==> src/lps_pkg.sv <==
// shared types and constants of the line pixel stepper
package lps_pkg;

  localparam int COORD_BITS    = 12;
  localparam int ERR_BITS      = COORD_BITS + 3;
  localparam int FW_BITS       = 13;
  localparam int BPP_BITS      = 3;
  localparam int STRIDE_BITS   = FW_BITS + BPP_BITS;
  localparam int ADDR_BITS     = 26;
  localparam int PROD_BITS     = COORD_BITS + STRIDE_BITS + 1;
  localparam int SUM_BITS      = (PROD_BITS > ADDR_BITS) ? PROD_BITS : ADDR_BITS;
  localparam int IN_DATA_BITS  = ((4 * COORD_BITS + 7) / 8) * 8;
  localparam int OUT_DATA_BITS = ((2 * COORD_BITS + ADDR_BITS + 7) / 8) * 8;
  localparam int QUEUE_DEPTH   = 2;
  localparam int QPTR_BITS     = (QUEUE_DEPTH > 1) ? $clog2(QUEUE_DEPTH) : 1;
  localparam int QCNT_BITS     = $clog2(QUEUE_DEPTH + 1);
  localparam int APB_ADDR_BITS = 3;
  localparam int APB_DATA_BITS = 32;

  localparam logic [FW_BITS-1:0]  FW_RESET  = FW_BITS'(640);
  localparam logic [BPP_BITS-1:0] BPP_RESET = BPP_BITS'(3);

  typedef enum logic {
    OP_LOAD = 1'b0,
    OP_STEP = 1'b1
  } op_e;

  typedef enum logic {
    REG_FRAME_WIDTH     = 1'b0,
    REG_BYTES_PER_PIXEL = 1'b1
  } reg_e;

  typedef logic [COORD_BITS-1:0] coord_t;

  // classified word handed from front to back
  typedef struct packed {
    op_e    op;
    logic   steep;
    coord_t major_start;
    coord_t minor_start;
    coord_t major_end;
    coord_t delta_major;
    coord_t delta_minor;
    logic   minor_down;
  } cmd_t;

  typedef struct packed {
    logic   valid;
    logic   last;
    coord_t x;
    coord_t y;
  } pix_t;

  typedef struct packed {
    logic                 valid;
    logic                 last;
    coord_t               x;
    coord_t               y;
    logic [ADDR_BITS-1:0] addr;
  } res_t;

  typedef struct packed {
    logic [FW_BITS-1:0]  frame_width;
    logic [BPP_BITS-1:0] bytes_per_pixel;
  } cfg_t;

endpackage

==> src/lps_front.sv <==
// front end: accepts words and works out the line setup of load words
module lps_front (
  input  logic          clk_i,
  input  logic          rst_ni,
  input  logic          in_valid_i,
  output logic          in_ready_o,
  input  lps_pkg::op_e  in_op_i,
  input  logic [lps_pkg::IN_DATA_BITS-1:0] in_data_i,
  output logic          cmd_valid_o,
  input  logic          cmd_ready_i,
  output lps_pkg::cmd_t cmd_o
);

  localparam int C = lps_pkg::COORD_BITS;

  lps_pkg::coord_t x0, y0, x1, y1;
  lps_pkg::coord_t adx, ady, a0, b0, a1, b1, minor_other;
  logic            x_rev, y_rev, steep, rev;
  lps_pkg::cmd_t   cmd_d, cmd_q;
  logic            valid_d, valid_q;
  logic            in_fire;

  assign x0 = in_data_i[C-1:0];
  assign y0 = in_data_i[2*C-1:C];
  assign x1 = in_data_i[3*C-1:2*C];
  assign y1 = in_data_i[4*C-1:3*C];

  always_comb begin
    x_rev = x0 > x1;
    y_rev = y0 > y1;
    adx   = x_rev ? (x0 - x1) : (x1 - x0);
    ady   = y_rev ? (y0 - y1) : (y1 - y0);
    steep = ady > adx;
    if (steep) begin
      a0  = y0;
      b0  = x0;
      a1  = y1;
      b1  = x1;
      rev = y_rev;
    end else begin
      a0  = x0;
      b0  = y0;
      a1  = x1;
      b1  = y1;
      rev = x_rev;
    end
    // order endpoints so the major coordinate rises
    cmd_d.op          = in_op_i;
    cmd_d.steep       = steep;
    cmd_d.major_start = rev ? a1 : a0;
    cmd_d.minor_start = rev ? b1 : b0;
    cmd_d.major_end   = rev ? a0 : a1;
    minor_other       = rev ? b0 : b1;
    cmd_d.delta_major = steep ? ady : adx;
    cmd_d.delta_minor = steep ? adx : ady;
    cmd_d.minor_down  = !(cmd_d.minor_start < minor_other);
  end

  assign in_ready_o = !valid_q || cmd_ready_i;
  assign in_fire    = in_valid_i && in_ready_o;

  always_comb begin
    valid_d = valid_q;
    if (in_fire) begin
      valid_d = 1'b1;
    end else if (cmd_ready_i) begin
      valid_d = 1'b0;
    end
  end

  always_ff @(posedge clk_i or negedge rst_ni) begin
    if (!rst_ni) begin
      valid_q <= 1'b0;
    end else begin
      valid_q <= valid_d;
    end
  end

  always_ff @(posedge clk_i) begin
    if (in_fire) begin
      cmd_q <= cmd_d;
    end
  end

  assign cmd_valid_o = valid_q;
  assign cmd_o       = cmd_q;

endmodule

==> src/lps_queue.sv <==
// short queue of classified words between front and back
module lps_queue (
  input  logic          clk_i,
  input  logic          rst_ni,
  input  logic          push_i,
  input  lps_pkg::cmd_t push_data_i,
  output logic          full_o,
  input  logic          pop_i,
  output logic          not_empty_o,
  output lps_pkg::cmd_t pop_data_o
);

  localparam int D = lps_pkg::QUEUE_DEPTH;

  lps_pkg::cmd_t                  entry_q [D];
  logic [lps_pkg::QPTR_BITS-1:0] wr_ptr_q, wr_ptr_d, rd_ptr_q, rd_ptr_d;
  logic [lps_pkg::QCNT_BITS-1:0] count_q, count_d;
  logic                           do_push, do_pop;

  assign full_o      = count_q == lps_pkg::QCNT_BITS'(D);
  assign not_empty_o = count_q != '0;
  assign do_push     = push_i && !full_o;
  assign do_pop      = pop_i && not_empty_o;
  assign pop_data_o  = entry_q[rd_ptr_q];

  always_comb begin
    wr_ptr_d = wr_ptr_q;
    rd_ptr_d = rd_ptr_q;
    count_d  = count_q;
    if (do_push) begin
      wr_ptr_d = (wr_ptr_q == lps_pkg::QPTR_BITS'(D - 1)) ? '0
               : wr_ptr_q + lps_pkg::QPTR_BITS'(1);
    end
    if (do_pop) begin
      rd_ptr_d = (rd_ptr_q == lps_pkg::QPTR_BITS'(D - 1)) ? '0
               : rd_ptr_q + lps_pkg::QPTR_BITS'(1);
    end
    if (do_push && !do_pop) begin
      count_d = count_q + lps_pkg::QCNT_BITS'(1);
    end else if (do_pop && !do_push) begin
      count_d = count_q - lps_pkg::QCNT_BITS'(1);
    end
  end

  always_ff @(posedge clk_i or negedge rst_ni) begin
    if (!rst_ni) begin
      wr_ptr_q <= '0;
      rd_ptr_q <= '0;
      count_q  <= '0;
    end else begin
      wr_ptr_q <= wr_ptr_d;
      rd_ptr_q <= rd_ptr_d;
      count_q  <= count_d;
    end
  end

  always_ff @(posedge clk_i) begin
    if (do_push) begin
      entry_q[wr_ptr_q] <= push_data_i;
    end
  end

endmodule

==> src/lps_back.sv <==
// back end: bresenham stepper, address stage and output register
module lps_back (
  input  logic          clk_i,
  input  logic          rst_ni,
  input  lps_pkg::cfg_t cfg_i,
  input  logic          cmd_valid_i,
  input  lps_pkg::cmd_t cmd_i,
  output logic          cmd_pop_o,
  output logic          out_valid_o,
  input  logic          out_ready_i,
  output lps_pkg::res_t out_o
);

  localparam int C  = lps_pkg::COORD_BITS;
  localparam int EB = lps_pkg::ERR_BITS;
  localparam int SB = lps_pkg::SUM_BITS;

  // line state
  logic                   active_q, active_d;
  logic                   steep_q, steep_d;
  lps_pkg::coord_t        major_pos_q, major_pos_d, minor_pos_q, minor_pos_d;
  lps_pkg::coord_t        major_end_q, major_end_d;
  lps_pkg::coord_t        delta_major_q, delta_major_d, delta_minor_q, delta_minor_d;
  logic                   minor_down_q, minor_down_d;
  logic signed [EB-1:0]   err_q, err_d;

  logic signed [EB-1:0]   dmin2, dmaj2, load_dmin2, load_dmaj;
  logic [C:0]             major_inc;
  logic                   is_last;
  logic                   adv_out, adv_p1, head_step, step_fire, load_fire;

  lps_pkg::pix_t          pix_d, p1_q;
  logic                   p1_valid_q;
  logic [lps_pkg::STRIDE_BITS-1:0] stride_q;
  logic [SB-1:0]          addr_full;
  lps_pkg::res_t          res_q;
  logic                   out_valid_q;

  // row stride follows the registers, which the user changes only while idle; the block does not enforce it
  always_ff @(posedge clk_i) begin
    stride_q <= lps_pkg::STRIDE_BITS'(cfg_i.frame_width)
              * lps_pkg::STRIDE_BITS'(cfg_i.bytes_per_pixel);
  end

  assign adv_out   = !out_valid_q || out_ready_i;
  assign adv_p1    = !p1_valid_q || adv_out;
  assign head_step = cmd_i.op == lps_pkg::OP_STEP;
  // loads only touch line state, so they drain even when the output stalls
  assign cmd_pop_o = cmd_valid_i && (!head_step || adv_p1);
  assign step_fire = cmd_pop_o && head_step;
  assign load_fire = cmd_pop_o && !head_step;

  assign dmin2      = signed'({2'b00, delta_minor_q, 1'b0});
  assign dmaj2      = signed'({2'b00, delta_major_q, 1'b0});
  assign load_dmin2 = signed'({2'b00, cmd_i.delta_minor, 1'b0});
  assign load_dmaj  = signed'({3'b000, cmd_i.delta_major});
  assign major_inc  = {1'b0, major_pos_q} + (C + 1)'(1);
  assign is_last    = major_inc == {1'b0, major_end_q};

  always_comb begin
    active_d      = active_q;
    steep_d       = steep_q;
    major_pos_d   = major_pos_q;
    minor_pos_d   = minor_pos_q;
    major_end_d   = major_end_q;
    delta_major_d = delta_major_q;
    delta_minor_d = delta_minor_q;
    minor_down_d  = minor_down_q;
    err_d         = err_q;
    pix_d         = '0;
    if (load_fire) begin
      steep_d       = cmd_i.steep;
      major_pos_d   = cmd_i.major_start;
      minor_pos_d   = cmd_i.minor_start;
      major_end_d   = cmd_i.major_end;
      delta_major_d = cmd_i.delta_major;
      delta_minor_d = cmd_i.delta_minor;
      minor_down_d  = cmd_i.minor_down;
      err_d         = load_dmin2 - load_dmaj;
      active_d      = cmd_i.delta_major != '0;
    end else if (step_fire && active_q) begin
      pix_d.valid = 1'b1;
      pix_d.last  = is_last;
      pix_d.x     = steep_q ? minor_pos_q : major_pos_q;
      pix_d.y     = steep_q ? major_pos_q : minor_pos_q;
      if (err_q <= 0) begin
        err_d = err_q + dmin2;
      end else begin
        err_d       = err_q + dmin2 - dmaj2;
        minor_pos_d = minor_down_q ? (minor_pos_q - lps_pkg::coord_t'(1))
                                   : (minor_pos_q + lps_pkg::coord_t'(1));
      end
      major_pos_d = major_inc[C-1:0];
      if (is_last) begin
        active_d = 1'b0;
      end
    end
  end

  always_ff @(posedge clk_i or negedge rst_ni) begin
    if (!rst_ni) begin
      active_q      <= 1'b0;
      steep_q       <= 1'b0;
      major_pos_q   <= '0;
      minor_pos_q   <= '0;
      major_end_q   <= '0;
      delta_major_q <= '0;
      delta_minor_q <= '0;
      minor_down_q  <= 1'b0;
      err_q         <= '0;
      p1_valid_q    <= 1'b0;
      out_valid_q   <= 1'b0;
    end else begin
      active_q      <= active_d;
      steep_q       <= steep_d;
      major_pos_q   <= major_pos_d;
      minor_pos_q   <= minor_pos_d;
      major_end_q   <= major_end_d;
      delta_major_q <= delta_major_d;
      delta_minor_q <= delta_minor_d;
      minor_down_q  <= minor_down_d;
      err_q         <= err_d;
      if (adv_p1) begin
        p1_valid_q <= step_fire;
      end
      if (adv_out) begin
        out_valid_q <= p1_valid_q;
      end
    end
  end

  // byte address: y * stride + x * bytes_per_pixel, wrapped to the address width
  assign addr_full = SB'(p1_q.y) * SB'(stride_q)
                   + SB'(p1_q.x) * SB'(cfg_i.bytes_per_pixel);

  always_ff @(posedge clk_i) begin
    if (adv_p1) begin
      p1_q <= pix_d;
    end
    if (adv_out) begin
      res_q.valid <= p1_q.valid;
      res_q.last  <= p1_q.last;
      res_q.x     <= p1_q.x;
      res_q.y     <= p1_q.y;
      res_q.addr  <= addr_full[lps_pkg::ADDR_BITS-1:0];
    end
  end

  assign out_valid_o = out_valid_q;
  assign out_o       = res_q;

endmodule

==> src/line_pixel_stepper.sv <==
// top level of the line pixel stepper: stream ports, register file, front, queue, back
// Bresenham line stepper. A load word (tuser 0) sets up a line between two
// endpoints and gives no result; each step word (tuser 1) gives one result word:
// the next pixel's x, y and framebuffer byte address, tlast on the final pixel,
// and result tuser 1, or tuser 0 with all-zero data when no line is active. The
// far endpoint is never emitted and a zero-length line emits nothing. One word
// is taken per clock while the result side keeps up: the back-end stepper
// updates its error term and position once per cycle, which sets that figure.
// A step word's result passes the front register, queue, step stage and
// address stage. A two-entry queue lets loads and steps keep arriving while
// the result side stalls. Registers frame_width (0x0) and bytes_per_pixel (0x4)
// are written over APB, by the user only while idle; the block does not enforce it.
module line_pixel_stepper (
  input  logic clk_i,
  input  logic rst_ni,
  // stream in
  input  logic                              s_axis_tvalid,
  output logic                              s_axis_tready,
  input  logic [lps_pkg::IN_DATA_BITS-1:0]  s_axis_tdata,  // start_x, start_y, end_x, end_y
  input  logic                              s_axis_tuser,  // operation
  // stream out
  output logic                              m_axis_tvalid,
  input  logic                              m_axis_tready,
  output logic [lps_pkg::OUT_DATA_BITS-1:0] m_axis_tdata,  // pixel_x, pixel_y, byte_address
  output logic                              m_axis_tuser,  // pixel_valid
  output logic                              m_axis_tlast,
  // register port
  input  logic                              psel,
  input  logic                              penable,
  input  logic                              pwrite,
  input  logic [lps_pkg::APB_ADDR_BITS-1:0] paddr,
  input  logic [lps_pkg::APB_DATA_BITS-1:0] pwdata,
  output logic [lps_pkg::APB_DATA_BITS-1:0] prdata,
  output logic                              pready
);

  logic [lps_pkg::FW_BITS-1:0]  frame_width_q;
  logic [lps_pkg::BPP_BITS-1:0] bytes_per_pixel_q;
  lps_pkg::reg_e                reg_sel;
  logic                         reg_write;
  lps_pkg::cfg_t                cfg;

  logic          front_valid, queue_full, queue_not_empty, queue_pop;
  lps_pkg::cmd_t front_cmd, queue_cmd;
  lps_pkg::res_t res;

  assign pready    = 1'b1;
  assign reg_sel   = lps_pkg::reg_e'(paddr[2]);
  assign reg_write = psel && penable && pwrite && pready;

  always_ff @(posedge clk_i or negedge rst_ni) begin
    if (!rst_ni) begin
      frame_width_q     <= lps_pkg::FW_RESET;
      bytes_per_pixel_q <= lps_pkg::BPP_RESET;
    end else if (reg_write) begin
      unique case (reg_sel)
        lps_pkg::REG_FRAME_WIDTH: begin
          frame_width_q <= pwdata[lps_pkg::FW_BITS-1:0];
        end
        lps_pkg::REG_BYTES_PER_PIXEL: begin
          bytes_per_pixel_q <= pwdata[lps_pkg::BPP_BITS-1:0];
        end
        default: begin
        end
      endcase
    end
  end

  always_comb begin
    unique case (reg_sel)
      lps_pkg::REG_FRAME_WIDTH:     prdata = lps_pkg::APB_DATA_BITS'(frame_width_q);
      lps_pkg::REG_BYTES_PER_PIXEL: prdata = lps_pkg::APB_DATA_BITS'(bytes_per_pixel_q);
      default:                      prdata = '0;
    endcase
  end

  assign cfg.frame_width     = frame_width_q;
  assign cfg.bytes_per_pixel = bytes_per_pixel_q;

  lps_front u_front (
    .clk_i       (clk_i),
    .rst_ni      (rst_ni),
    .in_valid_i  (s_axis_tvalid),
    .in_ready_o  (s_axis_tready),
    .in_op_i     (lps_pkg::op_e'(s_axis_tuser)),
    .in_data_i   (s_axis_tdata),
    .cmd_valid_o (front_valid),
    .cmd_ready_i (!queue_full),
    .cmd_o       (front_cmd)
  );

  lps_queue u_queue (
    .clk_i       (clk_i),
    .rst_ni      (rst_ni),
    .push_i      (front_valid),
    .push_data_i (front_cmd),
    .full_o      (queue_full),
    .pop_i       (queue_pop),
    .not_empty_o (queue_not_empty),
    .pop_data_o  (queue_cmd)
  );

  lps_back u_back (
    .clk_i       (clk_i),
    .rst_ni      (rst_ni),
    .cfg_i       (cfg),
    .cmd_valid_i (queue_not_empty),
    .cmd_i       (queue_cmd),
    .cmd_pop_o   (queue_pop),
    .out_valid_o (m_axis_tvalid),
    .out_ready_i (m_axis_tready),
    .out_o       (res)
  );

  assign m_axis_tdata = lps_pkg::OUT_DATA_BITS'({res.addr, res.y, res.x});
  assign m_axis_tuser = res.valid;
  assign m_axis_tlast = res.last;

endmodule

==> config.mk <==
export PLATFORM = sky130hd
export DESIGN_NAME = line_pixel_stepper
export DESIGN_NICKNAME = d
export VERILOG_FILES = /design/src/lps_pkg.sv /design/src/lps_front.sv /design/src/lps_queue.sv /design/src/lps_back.sv /design/src/line_pixel_stepper.sv
export SDC_FILE = /design/constraint.sdc
export NUM_CORES = 1
export LEC_CHECK = 0
export BUFFER_PORTS_ARGS = -buffer_cell sky130_fd_sc_hd__buf_2
export CORE_MARGIN = 4
export CORE_UTILIZATION = 60
export CTS_BUF_LIST = sky130_fd_sc_hd__clkbuf_16
export DETAILED_ROUTE_END_ITERATION = 10
export GPL_TIMING_DRIVEN = 0
export PLACE_DENSITY = 0.89
export RECOVER_POWER = 50
export SETUP_SLACK_MARGIN = 0.1
export SYNTH_ARGS = -nofsm -noshare
export SYNTH_HDL_FRONTEND = slang
export SYNTH_HIERARCHICAL = 1
export SYNTH_SLANG_ARGS = --single-unit
==> constraint.sdc <==
create_clock -name clk_i -period 7.6 [get_ports clk_i]
set_clock_uncertainty 0.1 [all_clocks]
set_input_delay 1.52 -clock clk_i [delete_from_list [all_inputs] [get_ports clk_i]]
set_output_delay 1.52 -clock clk_i [all_outputs]
set_load 0.005 [all_outputs]
==> results.md <==
* Violated checks: max-capacitance violations, max-slew violations
* Total grt overflow at 0
* R2r worst-path depth at 20
* Critical Path Sink Type: flip-flop
* Reg2reg setup slack at 400 ps
* Largest net degree at the start of global routing at 53
* Worst reg2reg endpoint: u_back/out_o[25]
* Met2 demand-to-capacity share in global routing at a little under half
* Top post-synthesis cells by count: inv_1 (346), nand2_1 (293), edfxtp_1 (267)
* Total routing resource utilization after global routing at around a quarter
* Clock slew seen by the registers of the worst setup and hold paths at roughly 70 ps
* Outcome: finished with violations
* Measured slew at the worst slew-check pin at ~2800 ps
* Number of rows in the core area at 80
* Slowest CP cell: clkbuf_1
* Area of the core region at 47,800 sq um
* Skew-Pair Late Insertion Delay at approximately 550 ps
* Final Max Slew Viols at about 180
* CTS buffer count at 38
* Global routing's busiest layer: met2
* Post-synthesis average cell area at approximately 11 sq um
* # diodes at 0
* Worst Hold Class: reg -> reg
* Post-synthesis cell type count at 82
* Die Y-Extent at ~230 um
* Xor and xnor area share after synthesis at under 10%
* Antenna violations before repair at 0
* Nets@finish at roughly 3.4k
* Portion of the post-synthesis area used by sequential elements at 37.3%
* Via/cell ratio at 5.86
* Most frequent cell on the critical path: ha_1
* Max-Slew Margin vs Limit at -87.7%
* Period utilization at between 90% and 100%
* Sequential cell area in the final layout at between 10,000 and 15,000 sq um
* Global-route wire length before repair at 113,000 um
* Portion of netlist area occupied by mux cells at approximately a tenth
* Initial standard-cell utilization of the core at 60.8%
* Global placer's final weighted congestion at 0.996
* Multi-input logic area at approximately 16,000 sq um
* Max Freq at between 100 and 150 MHz
* Maximum count of clock buffers along a single path at 3
* Hold path startpoint: u_back/p1_q[25]
* Post-synthesis share of cell area spent on and, or, nand and nor gates at between 10% and 20%
* Count of max-cap constraint violations at 4
* End point of the most critical hold path: u_back/out_o[51]
* DR pass1 iterations at 5
* Most instantiated library cell after synthesis: inv_1
* CTS H-tree depth at 2
* GR met1 Demand/Resource at a little under a third
* Remaining DRCs at 0
* Share of cells above drive strength 1 at approximately 14%
* Worst EP arrival at just under 8000 ps
* Peak per-stage delay on the critical path at 730 ps
* Total Wirelength at approximately 70,000 um
* Die Footprint at ~52,000 sq um
* Num ports at 184
* HPWL after detailed placement at about 55,000 um
* CTS Root Cell: clkbuf_16
* EDFF count, synth at between 200 and 300
* Largest area contributor in the synthesized netlist: edfxtp_1
* Clock sink count at ~380
* Register bit total from synthesis at 384
* Kind of launch point of the worst setup path: input pin
* Combinational family with the most area after synthesis: adder cells
* Area share of fa/ha/maj cells after synthesis at 22.5%
* Maximum net fanout on the critical path at 10
* Min cycle time layout at 7560 ps
* Floorplan die width at between 200 and 250 um
* Reg-to-Reg Start: bytes_per_pixel_q[1]
* Met3 Track Usage GR at 4.47%
* Number of hold violations in the final report at 0
* Unrepaired setup endpoints after global routing: true
* Critical path data required time at between 7000 and 8000 ps
* Cells taking the most area after synthesis: edfxtp_1 (28%), fa_1 (13%), ha_1 (9.2%)
* Complex-gate fraction of the synthesized area at 8.25%
* # setup viols final at 0
* Hold Path Stages at 0
* Total non-filler cell area in the finished layout at 32,300 sq um
* Netlist area before placement at 29,100 sq um
* Primary FF master, synth: edfxtp_1
* Category of the critical setup timing path: in -> reg
* Via count at roughly 21k
* Buffers added on ports at between 100 and 150
* Area growth from synthesis to final layout at 11.0%
* Antenna viol nets, final at 0
* Share of async-settable or async-resettable flops after synthesis at a little over a quarter
* Final-layout fill cell count at approximately 3.3k
* Synthesis warning total at 6
* TritonCTS clock tree: done
* Average wire length per cell after detail routing at between 15 and 20 um
* Gate Count Post-Synth at ~2.7k
* Iteration-0 DRC count of the detailed router at 1,774
* Post-Place Cell Area at between 30,000 and 40,000 sq um
* Proportion of netlist area held by the largest area contributor at roughly 28%
* Vias in the first global route at 21.6k
## cells by family (layout without fill, tap and decap cells)
kind of cell               count (synthesis)  count (layout)
and+or+nand+nor                          705             705
buffers and inverters                    479             708
muxes                                    238             238
adders and majority gates                407             407
other                                      2              26
xor gates and xnor gates                 117             117
AOI/OAI and AO/OA                        364             364
DFF                                      384             384
## registers in the layout, indices dropped and copies added, names as in the netlist, 2 cells and up
register              count
u_back/delta_major_q     12
u_queue/count_q           2
u_front/cmd_o            63
u_back/stride_q          16
u_back/out_o             52
u_back/major_pos_q       12
u_back/err_q             15
frame_width_q            13
u_back/p1_q              26
u_back/delta_minor_q     12
u_queue/entry_q         126
u_back/major_end_q       12
bytes_per_pixel_q         3
u_back/minor_pos_q       12
## per-stage QoR
step	instances	setup TNS [ps]	worst slack (ps)	utilization, %	hold slack, ps
2_1_floorplan	2720	0	401	-	300
3_3_place_gp	3471	-962	-962	64.1	309
3_5_place_dp	3477	-1200	-1200	64.3	321
4_1_cts	3551	0	110	67.2	329
5_1_grt	3564	-55.3	-55.3	67.5	347
6_report	3564	0	39.9	67.5	333
## area by class of cell
type	instances	share of cell area, %
Buffer	127	2.38
Clock buffer	38	2.94
Clock inverter	32	0.806
Inverter	348	4.04
Multi-Input combinational cell	1857	51.0
Sequential cell	384	33.6
Tap cell	615	2.38
Timing Repair Buffer	163	2.81
## repair_timing
item,in CTS,in global routing
gates cloned,0,0
buffers inserted,8,12
setup endpoints to repair,1,4
pin swaps,5,7
hold buffers,0,0
gates resized for setup,21,34
## routing by layer
| layer | vias up | routed length [um] | part of all wire, % |
|---|---|---|---|
| met5 | - | 0 | 0 |
| met4 | 0 | 3610 | 5.1 |
| met3 | 231 | 4900 | 6.9 |
| met2 | 929 | 35300 | 50 |
| met1 | 10200 | 26900 | 38 |
| li1 | 9520 | - | - |
## worst max-delay path, delay by kind of cell
family,cells,cell delay (ps)
adder cells (fa/ha/maj),3,1070
XOR/XNOR,1,290
multiplexers,2,720
buffers and inverters,5,1150
AND/OR/NAND/NOR,8,1810
AO/OA/AOI/OAI,7,1140
## placed cells by master, fill, tap and decap left out, drive strengths merged, types with 115 or more instances in the layout
master and instances:
buf 213, and2 148, fa 194, mux2i 141, nand2 293, edfxtp 267, clkbuf 115, ha 213
inv 356
## worst max path at each step
stage,startpoint,endpoint,cells past startpoint
final,s_axis_tdata[16],u_front/cmd_o[0],26
after global placement,s_axis_tdata[12],u_front/cmd_o[0],32
after global routing,s_axis_tdata[16],u_front/cmd_o[0],26
after CTS,s_axis_tdata[12],u_front/cmd_o[0],32
after detailed placement,s_axis_tdata[12],u_front/cmd_o[0],32
after floorplan,s_axis_tdata[12],u_front/cmd_o[0],31
Power is not shown: default switching activity piles up to over one toggle a cycle in this logic, so the estimate is an artifact.
